==> config.mk <==
export PLATFORM = sky130hd
export DESIGN_NAME = deterministic_turn_scheduler_flat
export DESIGN_NICKNAME = d
export VERILOG_FILES = /design/src/design/dts_pkg.sv /design/src/design/dts_req_if.sv /design/src/design/dts_rsp_if.sv /design/src/design/deterministic_turn_scheduler.sv /design/src/flat_wrapper.sv
export SDC_FILE = /design/constraint.sdc
export NUM_CORES = 2
export LEC_CHECK = 0
export BUFFER_PORTS_ARGS = -buffer_cell sky130_fd_sc_hd__clkbuf_2
export CAP_MARGIN = 20
export CORE_MARGIN = 2
export CORE_UTILIZATION = 63
export CTS_CLUSTER_SIZE = 8
export DETAILED_ROUTE_END_ITERATION = 12
export PLACE_DENSITY_LB_ADDON = 0.2
export REMOVE_ABC_BUFFERS = 1
export SKIP_LAST_GASP = 1
export SYNTH_ARGS = -nofsm -noshare
export SYNTH_HDL_FRONTEND = slang
export SYNTH_SLANG_ARGS = --single-unit
==> constraint.sdc <==
create_clock -name clock -period 7 [get_ports clock]
set_input_delay 1.4 -clock clock [delete_from_list [all_inputs] [get_ports clock]]
set_output_delay 1.4 -clock clock [all_outputs]
set_load 0.02 [all_outputs]
==> src/design/dts_pkg.sv <==
package dts_pkg;

   localparam int ID_BITS          = 6;
   localparam int ID_SPACE         = 64;
   localparam int CHAN_IN_BITS     = 32;
   localparam int FUNC_BITS        = 3;
   localparam int STATUS_BITS      = 2;
   localparam int MAX_THREADS_DEF  = 64;
   localparam int CHAN_BITS_DEF    = 32;

   typedef logic [ID_BITS-1:0]     id_type;
   typedef logic [FUNC_BITS-1:0]   func_type;
   typedef logic [STATUS_BITS-1:0] status_type;

   localparam func_type FUNC_PUT_TURN   = 3'd0;
   localparam func_type FUNC_WAIT       = 3'd1;
   localparam func_type FUNC_SIGNAL     = 3'd2;
   localparam func_type FUNC_END_THREAD = 3'd3;
   localparam func_type FUNC_CREATE     = 3'd4;

   localparam status_type ST_OK         = 2'd0;
   localparam status_type ST_NOT_HOLDER = 2'd1;
   localparam status_type ST_WAITING    = 2'd2;
   localparam status_type ST_FULL       = 2'd3;

endpackage

==> src/design/dts_req_if.sv <==
interface dts_req_if
   import dts_pkg::*;
   ();
   logic        valid;
   logic        ready;
   func_type    func;
   id_type      thread_id;
   logic [CHAN_IN_BITS-1:0] chan;
   id_type      new_thread;

   modport source (output valid, func, thread_id, chan, new_thread, input ready);
   modport sink (input valid, func, thread_id, chan, new_thread, output ready);
endinterface

==> src/design/dts_rsp_if.sv <==
interface dts_rsp_if
   import dts_pkg::*;
   ();
   logic       valid;
   logic       ready;
   logic       turn_valid;
   id_type     turn_holder;
   logic       woken_valid;
   id_type     woken_thread;
   status_type status;

   modport source (output valid, turn_valid, turn_holder, woken_valid, woken_thread,
                   status, input ready);
   modport sink (input valid, turn_valid, turn_holder, woken_valid, woken_thread,
                 status, output ready);
endinterface

==> src/design/deterministic_turn_scheduler.sv <==
// Channel   Direction  Contents
// req_chan  in         func, thread_id, chan, new_thread
// rsp_chan  out        turn_valid, turn_holder, woken_valid, woken_thread, status
//
// Put, wait, create and undefined requests pass through decide, finish and output.
// A signal, or an end_thread from the holder, scans the wait list through the list
// memory and the channel tag memory, then compacts the list behind a woken thread.
// Reset is synchronous and empties both lists and clears every wait mark at once.
// A new item is taken only in the idle state, also while a result waits to be taken.
module deterministic_turn_scheduler
   import dts_pkg::*;
   #(
      parameter int MAX_THREADS = MAX_THREADS_DEF,
      parameter int CHAN_BITS   = CHAN_BITS_DEF
   )
   (
      input logic      clock,
      input logic      reset,
      dts_req_if.sink   req_chan,
      dts_rsp_if.source rsp_chan
   );

   localparam int IW = (MAX_THREADS > 1) ? $clog2(MAX_THREADS) : 1;
   localparam int CW = $clog2(MAX_THREADS + 1);

   typedef enum logic [6:0] {
      S_IDLE     = 7'b0000001,
      S_DECIDE   = 7'b0000010,
      S_SCAN_ID  = 7'b0000100,
      S_SCAN_CMP = 7'b0001000,
      S_SHIFT    = 7'b0010000,
      S_FIN      = 7'b0100000,
      S_OUT      = 7'b1000000
   } state_type;

   state_type state_ff, state_in;
   func_type  func_ff, func_in;
   id_type    tid_ff, tid_in;
   id_type    nt_ff, nt_in;
   logic [CHAN_BITS-1:0] ch_ff, ch_in;
   logic [IW-1:0] head_ff, head_in;
   logic [CW-1:0] count_ff, count_in;
   logic [CW-1:0] wcount_ff, wcount_in;
   logic [IW-1:0] idx_ff, idx_in;
   id_type    tag_ff, tag_in;
   status_type status_ff, status_in;
   logic      woke_ff, woke_in;
   id_type    who_ff, who_in;
   logic [ID_SPACE-1:0] waiting_ff, waiting_in;

   logic       rsp_valid_ff, rsp_valid_in;
   logic       rsp_turn_valid_ff, rsp_turn_valid_in;
   id_type     rsp_holder_ff, rsp_holder_in;
   logic       rsp_woken_valid_ff, rsp_woken_valid_in;
   id_type     rsp_woken_ff, rsp_woken_in;
   status_type rsp_status_ff, rsp_status_in;

   id_type act_mem [MAX_THREADS];
   id_type act_rd_ff;
   logic   act_we;
   logic [IW-1:0] act_waddr;
   id_type act_wdata;

   id_type wl_mem [MAX_THREADS];
   id_type wl_rd_ff;
   logic   wl_we;
   logic [IW-1:0] wl_waddr;
   id_type wl_wdata;
   logic [IW-1:0] wl_raddr;

   logic [CHAN_BITS-1:0] wc_mem [ID_SPACE];
   logic [CHAN_BITS-1:0] wc_rd_ff;
   logic   wc_we;

   logic          holder;
   logic          act_full;
   logic [CW:0]   tail_sum;
   logic [IW-1:0] tail_addr;
   logic [IW-1:0] head_next;
   logic [CW-1:0] idx_wide;
   logic          load_rsp;

   always_comb begin
      holder    = (count_ff != '0) && (act_rd_ff == tid_ff);
      act_full  = (count_ff == CW'(MAX_THREADS));
      tail_sum  = (CW+1)'(head_ff) + (CW+1)'(count_ff);
      if (tail_sum >= (CW+1)'(MAX_THREADS)) begin
         tail_sum = tail_sum - (CW+1)'(MAX_THREADS);
      end
      tail_addr = tail_sum[IW-1:0];
      head_next = (head_ff == IW'(MAX_THREADS - 1)) ? '0 : head_ff + IW'(1);
      idx_wide  = CW'(idx_ff);
      load_rsp  = !rsp_valid_ff || rsp_chan.ready;
   end

   always_comb begin
      state_in   = state_ff;
      func_in    = func_ff;
      tid_in     = tid_ff;
      nt_in      = nt_ff;
      ch_in      = ch_ff;
      head_in    = head_ff;
      count_in   = count_ff;
      wcount_in  = wcount_ff;
      idx_in     = idx_ff;
      tag_in     = tag_ff;
      status_in  = status_ff;
      woke_in    = woke_ff;
      who_in     = who_ff;
      waiting_in = waiting_ff;

      rsp_valid_in       = rsp_valid_ff && !rsp_chan.ready;
      rsp_turn_valid_in  = rsp_turn_valid_ff;
      rsp_holder_in      = rsp_holder_ff;
      rsp_woken_valid_in = rsp_woken_valid_ff;
      rsp_woken_in       = rsp_woken_ff;
      rsp_status_in      = rsp_status_ff;

      act_we    = 1'b0;
      act_waddr = tail_addr;
      act_wdata = act_rd_ff;
      wl_we     = 1'b0;
      wl_waddr  = idx_ff;
      wl_wdata  = wl_rd_ff;
      wl_raddr  = '0;
      wc_we     = 1'b0;

      unique case (state_ff)
         S_IDLE: begin
            if (req_chan.valid) begin
               func_in  = req_chan.func;
               tid_in   = req_chan.thread_id;
               nt_in    = req_chan.new_thread;
               ch_in    = CHAN_BITS'(req_chan.chan);
               state_in = S_DECIDE;
            end
         end
         S_DECIDE: begin
            status_in = ST_OK;
            woke_in   = 1'b0;
            who_in    = '0;
            state_in  = S_FIN;
            case (func_ff)
               FUNC_PUT_TURN: begin
                  if (!holder) begin
                     status_in = ST_NOT_HOLDER;
                  end else begin
                     act_we    = 1'b1;
                     act_wdata = act_rd_ff;
                     head_in   = head_next;
                  end
               end
               FUNC_WAIT: begin
                  if (!holder) begin
                     status_in = ST_NOT_HOLDER;
                  end else if (waiting_ff[tid_ff]) begin
                     status_in = ST_WAITING;
                  end else if (wcount_ff == CW'(MAX_THREADS)) begin
                     status_in = ST_FULL;
                  end else begin
                     head_in    = head_next;
                     count_in   = count_ff - CW'(1);
                     wl_we      = 1'b1;
                     wl_waddr   = wcount_ff[IW-1:0];
                     wl_wdata   = tid_ff;
                     wcount_in  = wcount_ff + CW'(1);
                     wc_we      = 1'b1;
                     waiting_in[tid_ff] = 1'b1;
                  end
               end
               FUNC_SIGNAL: begin
                  idx_in   = '0;
                  state_in = (wcount_ff == '0) ? S_FIN : S_SCAN_ID;
               end
               FUNC_END_THREAD: begin
                  if (!holder) begin
                     status_in = ST_NOT_HOLDER;
                  end else begin
                     head_in  = head_next;
                     count_in = count_ff - CW'(1);
                     ch_in    = CHAN_BITS'(tid_ff);
                     idx_in   = '0;
                     state_in = (wcount_ff == '0) ? S_FIN : S_SCAN_ID;
                  end
               end
               FUNC_CREATE: begin
                  if ((count_ff != '0) && (act_rd_ff != tid_ff)) begin
                     status_in = ST_NOT_HOLDER;
                  end else if (act_full) begin
                     status_in = ST_FULL;
                  end else begin
                     act_we    = 1'b1;
                     act_wdata = nt_ff;
                     count_in  = count_ff + CW'(1);
                  end
               end
               default: begin
               end
            endcase
         end
         S_SCAN_ID: begin
            tag_in   = wl_rd_ff;
            state_in = S_SCAN_CMP;
         end
         S_SCAN_CMP: begin
            if (wc_rd_ff == ch_ff) begin
               if (act_full) begin
                  status_in = ST_FULL;
                  state_in  = S_FIN;
               end else begin
                  act_we     = 1'b1;
                  act_wdata  = tag_ff;
                  count_in   = count_ff + CW'(1);
                  waiting_in[tag_ff] = 1'b0;
                  woke_in    = 1'b1;
                  who_in     = tag_ff;
                  wcount_in  = wcount_ff - CW'(1);
                  if (idx_wide < wcount_ff - CW'(1)) begin
                     wl_raddr = IW'(idx_wide + CW'(1));
                     state_in = S_SHIFT;
                  end else begin
                     state_in = S_FIN;
                  end
               end
            end else if (idx_wide + CW'(1) < wcount_ff) begin
               idx_in   = idx_ff + IW'(1);
               wl_raddr = IW'(idx_wide + CW'(1));
               state_in = S_SCAN_ID;
            end else begin
               state_in = S_FIN;
            end
         end
         S_SHIFT: begin
            wl_we    = 1'b1;
            wl_waddr = idx_ff;
            wl_wdata = wl_rd_ff;
            if (idx_wide + CW'(1) < wcount_ff) begin
               idx_in   = idx_ff + IW'(1);
               wl_raddr = IW'(idx_wide + CW'(2));
            end else begin
               state_in = S_FIN;
            end
         end
         S_FIN: begin
            state_in = S_OUT;
         end
         S_OUT: begin
            if (load_rsp) begin
               rsp_valid_in       = 1'b1;
               rsp_turn_valid_in  = (count_ff != '0);
               rsp_holder_in      = (count_ff != '0) ? act_rd_ff : '0;
               rsp_woken_valid_in = woke_ff;
               rsp_woken_in       = woke_ff ? who_ff : '0;
               rsp_status_in      = status_ff;
               state_in           = S_IDLE;
            end
         end
         default: begin
            state_in = S_IDLE;
         end
      endcase
   end

   always_ff @(posedge clock) begin
      if (reset) begin
         state_ff     <= S_IDLE;
         head_ff      <= '0;
         count_ff     <= '0;
         wcount_ff    <= '0;
         waiting_ff   <= '0;
         rsp_valid_ff <= 1'b0;
      end else begin
         state_ff     <= state_in;
         head_ff      <= head_in;
         count_ff     <= count_in;
         wcount_ff    <= wcount_in;
         waiting_ff   <= waiting_in;
         rsp_valid_ff <= rsp_valid_in;
      end
   end

   always_ff @(posedge clock) begin
      func_ff            <= func_in;
      tid_ff             <= tid_in;
      nt_ff              <= nt_in;
      ch_ff              <= ch_in;
      idx_ff             <= idx_in;
      tag_ff             <= tag_in;
      status_ff          <= status_in;
      woke_ff            <= woke_in;
      who_ff             <= who_in;
      rsp_turn_valid_ff  <= rsp_turn_valid_in;
      rsp_holder_ff      <= rsp_holder_in;
      rsp_woken_valid_ff <= rsp_woken_valid_in;
      rsp_woken_ff       <= rsp_woken_in;
      rsp_status_ff      <= rsp_status_in;
   end

   always_ff @(posedge clock) begin
      if (act_we) begin
         act_mem[act_waddr] <= act_wdata;
      end
      act_rd_ff <= act_mem[head_ff];
   end

   always_ff @(posedge clock) begin
      if (wl_we) begin
         wl_mem[wl_waddr] <= wl_wdata;
      end
      wl_rd_ff <= wl_mem[wl_raddr];
   end

   always_ff @(posedge clock) begin
      if (wc_we) begin
         wc_mem[tid_ff] <= ch_ff;
      end
      wc_rd_ff <= wc_mem[wl_rd_ff];
   end

   assign req_chan.ready        = (state_ff == S_IDLE);
   assign rsp_chan.valid        = rsp_valid_ff;
   assign rsp_chan.turn_valid   = rsp_turn_valid_ff;
   assign rsp_chan.turn_holder  = rsp_holder_ff;
   assign rsp_chan.woken_valid  = rsp_woken_valid_ff;
   assign rsp_chan.woken_thread = rsp_woken_ff;
   assign rsp_chan.status       = rsp_status_ff;

endmodule

==> src/flat_wrapper.sv <==
// flat-port wrapper written by rule: the top's interface ports become plain ports
module deterministic_turn_scheduler_flat import dts_pkg::*;
#(
      parameter int MAX_THREADS = MAX_THREADS_DEF,
      parameter int CHAN_BITS   = CHAN_BITS_DEF
   )
  (clock, reset, req_chan_valid, req_chan_func, req_chan_thread_id, req_chan_chan, req_chan_new_thread, req_chan_ready, rsp_chan_valid, rsp_chan_turn_valid, rsp_chan_turn_holder, rsp_chan_woken_valid, rsp_chan_woken_thread, rsp_chan_status, rsp_chan_ready);
  dts_req_if req_chan_i ();
  dts_rsp_if rsp_chan_i ();
  input logic clock;
  input logic reset;
  input wire logic [$bits(req_chan_i.valid)-1:0] req_chan_valid;
  input wire logic [$bits(req_chan_i.func)-1:0] req_chan_func;
  input wire logic [$bits(req_chan_i.thread_id)-1:0] req_chan_thread_id;
  input wire logic [$bits(req_chan_i.chan)-1:0] req_chan_chan;
  input wire logic [$bits(req_chan_i.new_thread)-1:0] req_chan_new_thread;
  output wire logic [$bits(req_chan_i.ready)-1:0] req_chan_ready;
  output wire logic [$bits(rsp_chan_i.valid)-1:0] rsp_chan_valid;
  output wire logic [$bits(rsp_chan_i.turn_valid)-1:0] rsp_chan_turn_valid;
  output wire logic [$bits(rsp_chan_i.turn_holder)-1:0] rsp_chan_turn_holder;
  output wire logic [$bits(rsp_chan_i.woken_valid)-1:0] rsp_chan_woken_valid;
  output wire logic [$bits(rsp_chan_i.woken_thread)-1:0] rsp_chan_woken_thread;
  output wire logic [$bits(rsp_chan_i.status)-1:0] rsp_chan_status;
  input wire logic [$bits(rsp_chan_i.ready)-1:0] rsp_chan_ready;
  assign req_chan_i.valid = req_chan_valid;
  assign req_chan_i.func = req_chan_func;
  assign req_chan_i.thread_id = req_chan_thread_id;
  assign req_chan_i.chan = req_chan_chan;
  assign req_chan_i.new_thread = req_chan_new_thread;
  assign req_chan_ready = req_chan_i.ready;
  assign rsp_chan_valid = rsp_chan_i.valid;
  assign rsp_chan_turn_valid = rsp_chan_i.turn_valid;
  assign rsp_chan_turn_holder = rsp_chan_i.turn_holder;
  assign rsp_chan_woken_valid = rsp_chan_i.woken_valid;
  assign rsp_chan_woken_thread = rsp_chan_i.woken_thread;
  assign rsp_chan_status = rsp_chan_i.status;
  assign rsp_chan_i.ready = rsp_chan_ready;
  deterministic_turn_scheduler #(.MAX_THREADS(MAX_THREADS), .CHAN_BITS(CHAN_BITS)) u_core (.clock(clock), .reset(reset), .req_chan(req_chan_i), .rsp_chan(rsp_chan_i));
endmodule
==> results_dict.tcl <==
set metrics [dict create \
    endpoint_kind "flip-flop" \
    synth_mux_area_frac 0.164 \
    fin_total_pwr_mw 39.3 \
    crit_chain "ha_1 -> nand3_1 -> xnor2_1 -> ha_1 -> a21oi_1 -> o21ai_0 -> or2_2 -> clkinv_1 -> ha_1 -> nand2_1 -> a21oi_1 -> a211o_2 -> a211oi_1 -> a211oi_1 -> a211oi_1 -> a311oi_1 -> a32o_1" \
    hold_viol 0 \
    path_clk_slew_ns 0.05 \
    max_freq_ghz 0.170 \
    p_comb_frac 0.020 \
    preCtsSetupSlack_ns 1.36 \
    fillers 10631 \
    groute.usage.overall 0.312 \
    ant_nets 0 \
    slew_viol_final 0 \
    finalSetupTns_ns 0 \
    final_util 0.715 \
    cts_buffer_depth 4 \
    powerDensity_nw_per_um2 293 \
    post-route-min-period_ns 5.89 \
    post_cts_resized 0 \
    grt_pass1_wl_um 429000 \
    reg2reg_slack_ns 1.11 \
    max-slew-margin-rel 0.0130 \
    rows 159 \
    p_leak_nw 43.2 \
    synthAdderAreaFrac 0.00291 \
    seqPwrFrac 0.515 \
    cts_htree_levels 5 \
    synth_top_family_by_area "multiplexers" \
    grt_start_max_net_pins 149 \
    vias 60968 \
    p_int_mw 31.5 \
    synth-edff-count 2900 \
    crit_path_max_incr_delay_ns 0.93 \
    postCtsSetupBuffers 0 \
    cts_tree "done" \
    firstDrtPassIters 8 \
    cts_root_buf "clkbuf_16" \
    synthXorXnorAreaFrac 0.00531 \
    ios 69 \
    synth_seq_cells 3036 \
    arrival_ns 6.76 \
    die_y_um 438 \
    fin_crit_sh 0.841 \
    switchingPower_mw 7.86 \
    cts_buffers 429 \
    ff_latch_area_um2 89800 \
    dpl.cell_count 8165 \
    cpLargestDelayFamily "compound AO/OA/AOI/OAI gates" \
    synth-simple-area-share 0.0360 \
    core_um2 188000 \
    grt_pass1_vias 61990 \
    fin_cells 8796 \
    wl_per_cell_um 33.5 \
    ys.flop_type "edfxtp_1" \
    grt_setup_unrepaired "no" \
    postLayoutCellArea_um2 134000 \
    globalRouteOverflowTotal 0 \
    layout-drive-gt1-share 0.255 \
    synth_cells 5770 \
    cts_sinks 3036 \
    synth_area_leader_cell "edfxtp_1" \
    final_nets 6185 \
    drtIter0Drc 8661 \
    yosysUniqueCellTypes 89 \
    antenna_found_initial 11 \
    hold_buffers 0 \
    crit_required_ns 7.87 \
    clock_latency_ns 0.99 \
    path_class "flip-flop to flip-flop" \
    initial_core_util 0.633 \
    status "completed" \
    swShare 0.200 \
    clock_skew_ns 0.0572 \
    seq_area_frac_synth 0.757 \
    crit_buf_inv 1 \
    worst_pin_slew_ns 1.48 \
    finalWorstSetupSlack_ns 1.11 \
    die-area_um2 192000 \
    area.growth.synth_to_final_pct 13.0 \
    drt-total-wl_um 295000 \
    setup_viol 0 \
    cp-start-kind "flip-flop" \
    holdWs_ns 0.480 \
    synth_area_um2 119000 \
    crit_fanout 56 \
    vdd_ir_drop_max_uv 263 \
    maxCapViolCount 0 \
    place.gp.congestion 0.949 \
    async_flop_share 0 \
    pwr-share-clk 0.465 \
    post_dp_cell_area_um2 122000 \
    hold_path_class "flip-flop to flip-flop" \
    syn_area_per_cell_um2 20.6 \
    chipWidth_um 438 \
    yosys_warnings 0 \
    ys_top_cells_by_area "edfxtp_1 (73%), mux4_2 (15%), dfxtp_1 (2.3%), mux2i_1 (1.1%), nand2_1 (1.1%)" \
    synth_compound_area_frac 0.0212 \
    vias_per_cell 6.93 \
    place_hpwl_um 160000 \
    cpMaxStageDelayCell "a211o_2" \
    port_buffers 68 \
    multi_input_area_um2 27400 \
    synth_top_cell_area_share 0.734 \
    drc 0 \
]
## layer usage
layer	up-vias	part of all wire	track usage
met2	4034	0.48	0.481
li1	24374	-	-
met4	4	0.030	0.0940
met3	585	0.11	0.0701
met1	31971	0.38	0.456
met5	-	0.000081	0
## Yosys cell counts, types with 6 or more instances
cell type / number
nand2_1: 335
and3_1: 18
nor2_1: 247
a211oi_1: 28
buf_2: 44
o21ai_0: 81
a31oi_1: 10
a21o_1: 10
nor2b_1: 10
a311oi_1: 9
clkbuf_1: 184
nand4_1: 24
buf_4: 7
edfxtp_1: 2900
mux2_2: 9
and2_1: 48
ha_1: 26
mux2i_1: 130
nand3b_1: 10
a32oi_1: 10
a2111oi_0: 8
nand3_1: 114
nor3_1: 19
a22oi_1: 17
o21a_1: 10
nand4b_1: 7
xor2_1: 41
inv_1: 90
dfxtp_1: 136
o221ai_1: 6
nand2b_1: 8
xnor2_1: 31
or2_2: 8
buf_1: 78
a211o_1: 6
o22ai_1: 6
nor4_1: 7
mux4_2: 804
a21oi_1: 113
or3_1: 8
## layout by cell type (no fill, tap or decap), types with 7 or more instances in the layout
cell type,synthesis,routed
nand2b_1,8,8
a2111oi_0,8,8
nand3b_1,10,10
clkbuf_16,0,434
nor2b_1,10,10
and3_1,18,17
mux4_2,804,804
nor2_4,0,8
a22oi_1,17,17
nand4b_1,7,7
a31oi_1,10,10
a32oi_1,10,10
nand3_1,114,113
o21a_1,10,10
clkbuf_1,184,181
inv_2,0,56
nor4_1,7,7
and2_1,48,48
nand4_1,24,24
xor2_1,41,41
mux2i_1,130,130
ha_1,26,26
nand2_1,335,329
nor3_1,19,19
o21ai_0,81,80
dfxtp_1,136,127
or2_2,8,8
buf_4,7,132
clkbuf_2,0,67
a21o_1,10,10
mux2_2,9,9
a311oi_1,9,9
a21oi_1,113,113
nor2_1,247,239
a211oi_1,28,27
inv_1,90,33
edfxtp_1,2900,2900
buf_12,0,20
or3_1,8,8
xnor2_1,31,31
## registers in the layout, indices dropped and copies added, names as in the netlist, 7 cells and up
register,count
u_core.wc_rd_ff,32
u_core.ch_ff,32
u_core.wc_mem,2048
u_core.act_mem,384
u_core.state_ff,7
u_core.wcount_ff,7
u_core.waiting_ff,64
u_core.wl_mem,384
u_core.count_ff,7
## layout make-up
cell class,instances,area share
Timing Repair Buffer,220,0.0129
Tap cell,2495,0.0233
Antenna cell,1,0.0000187
Clock inverter,9,0.000728
Clock buffer,615,0.0861
Sequential cell,3036,0.670
Multi-Input combinational cell,2328,0.205
Inverter,92,0.00263
## kinds of logic after synthesis
logic type               Yosys count
multiplexers                     944
buffers and inverters            406
AND/OR/NAND/NOR                  905
AO/OA/AOI/OAI                    380
flip-flops                      3036
XOR/XNOR                          72
adder cells (fa/ha/maj)           27
## path summary, 6_finish.rpt
path | start | endpoint | cells past startpoint
worst max-delay path | u_core.idx_ff[0] | u_core.wl_rd_ff[0] | 17
worst min-delay path | u_core.waiting_ff[4] | u_core.waiting_ff[4] | 2
worst max register to register | u_core.idx_ff[0] | u_core.wl_rd_ff[0] | 17
worst min register to register | u_core.waiting_ff[4] | u_core.waiting_ff[4] | 2
## power groups by stage
stage / Combinational (mW) / Sequential, mW / Clock, mW
global placement: 0.739 / 20.6 / 0
detailed placement: 0.779 / 20.6 / 0
floorplan: 0.155 / 20.8 / 0
global route: 0.853 / 20.2 / 19.1
CTS: 0.781 / 20.2 / 18.4
finish: 0.802 / 20.2 / 18.3
## worst reg2reg max path: cells and delay by family, from the launching register on
family	cells	cell delay (ns)
AO/OA/AOI/OAI	9	3.32
adder cells (fa/ha/maj)	3	0.77
flip-flops	1	0.67
AND/OR/NAND/NOR	3	0.62
XOR/XNOR	1	0.25
buffers and inverters	1	0.20
(Power assumes the default switching activity.)
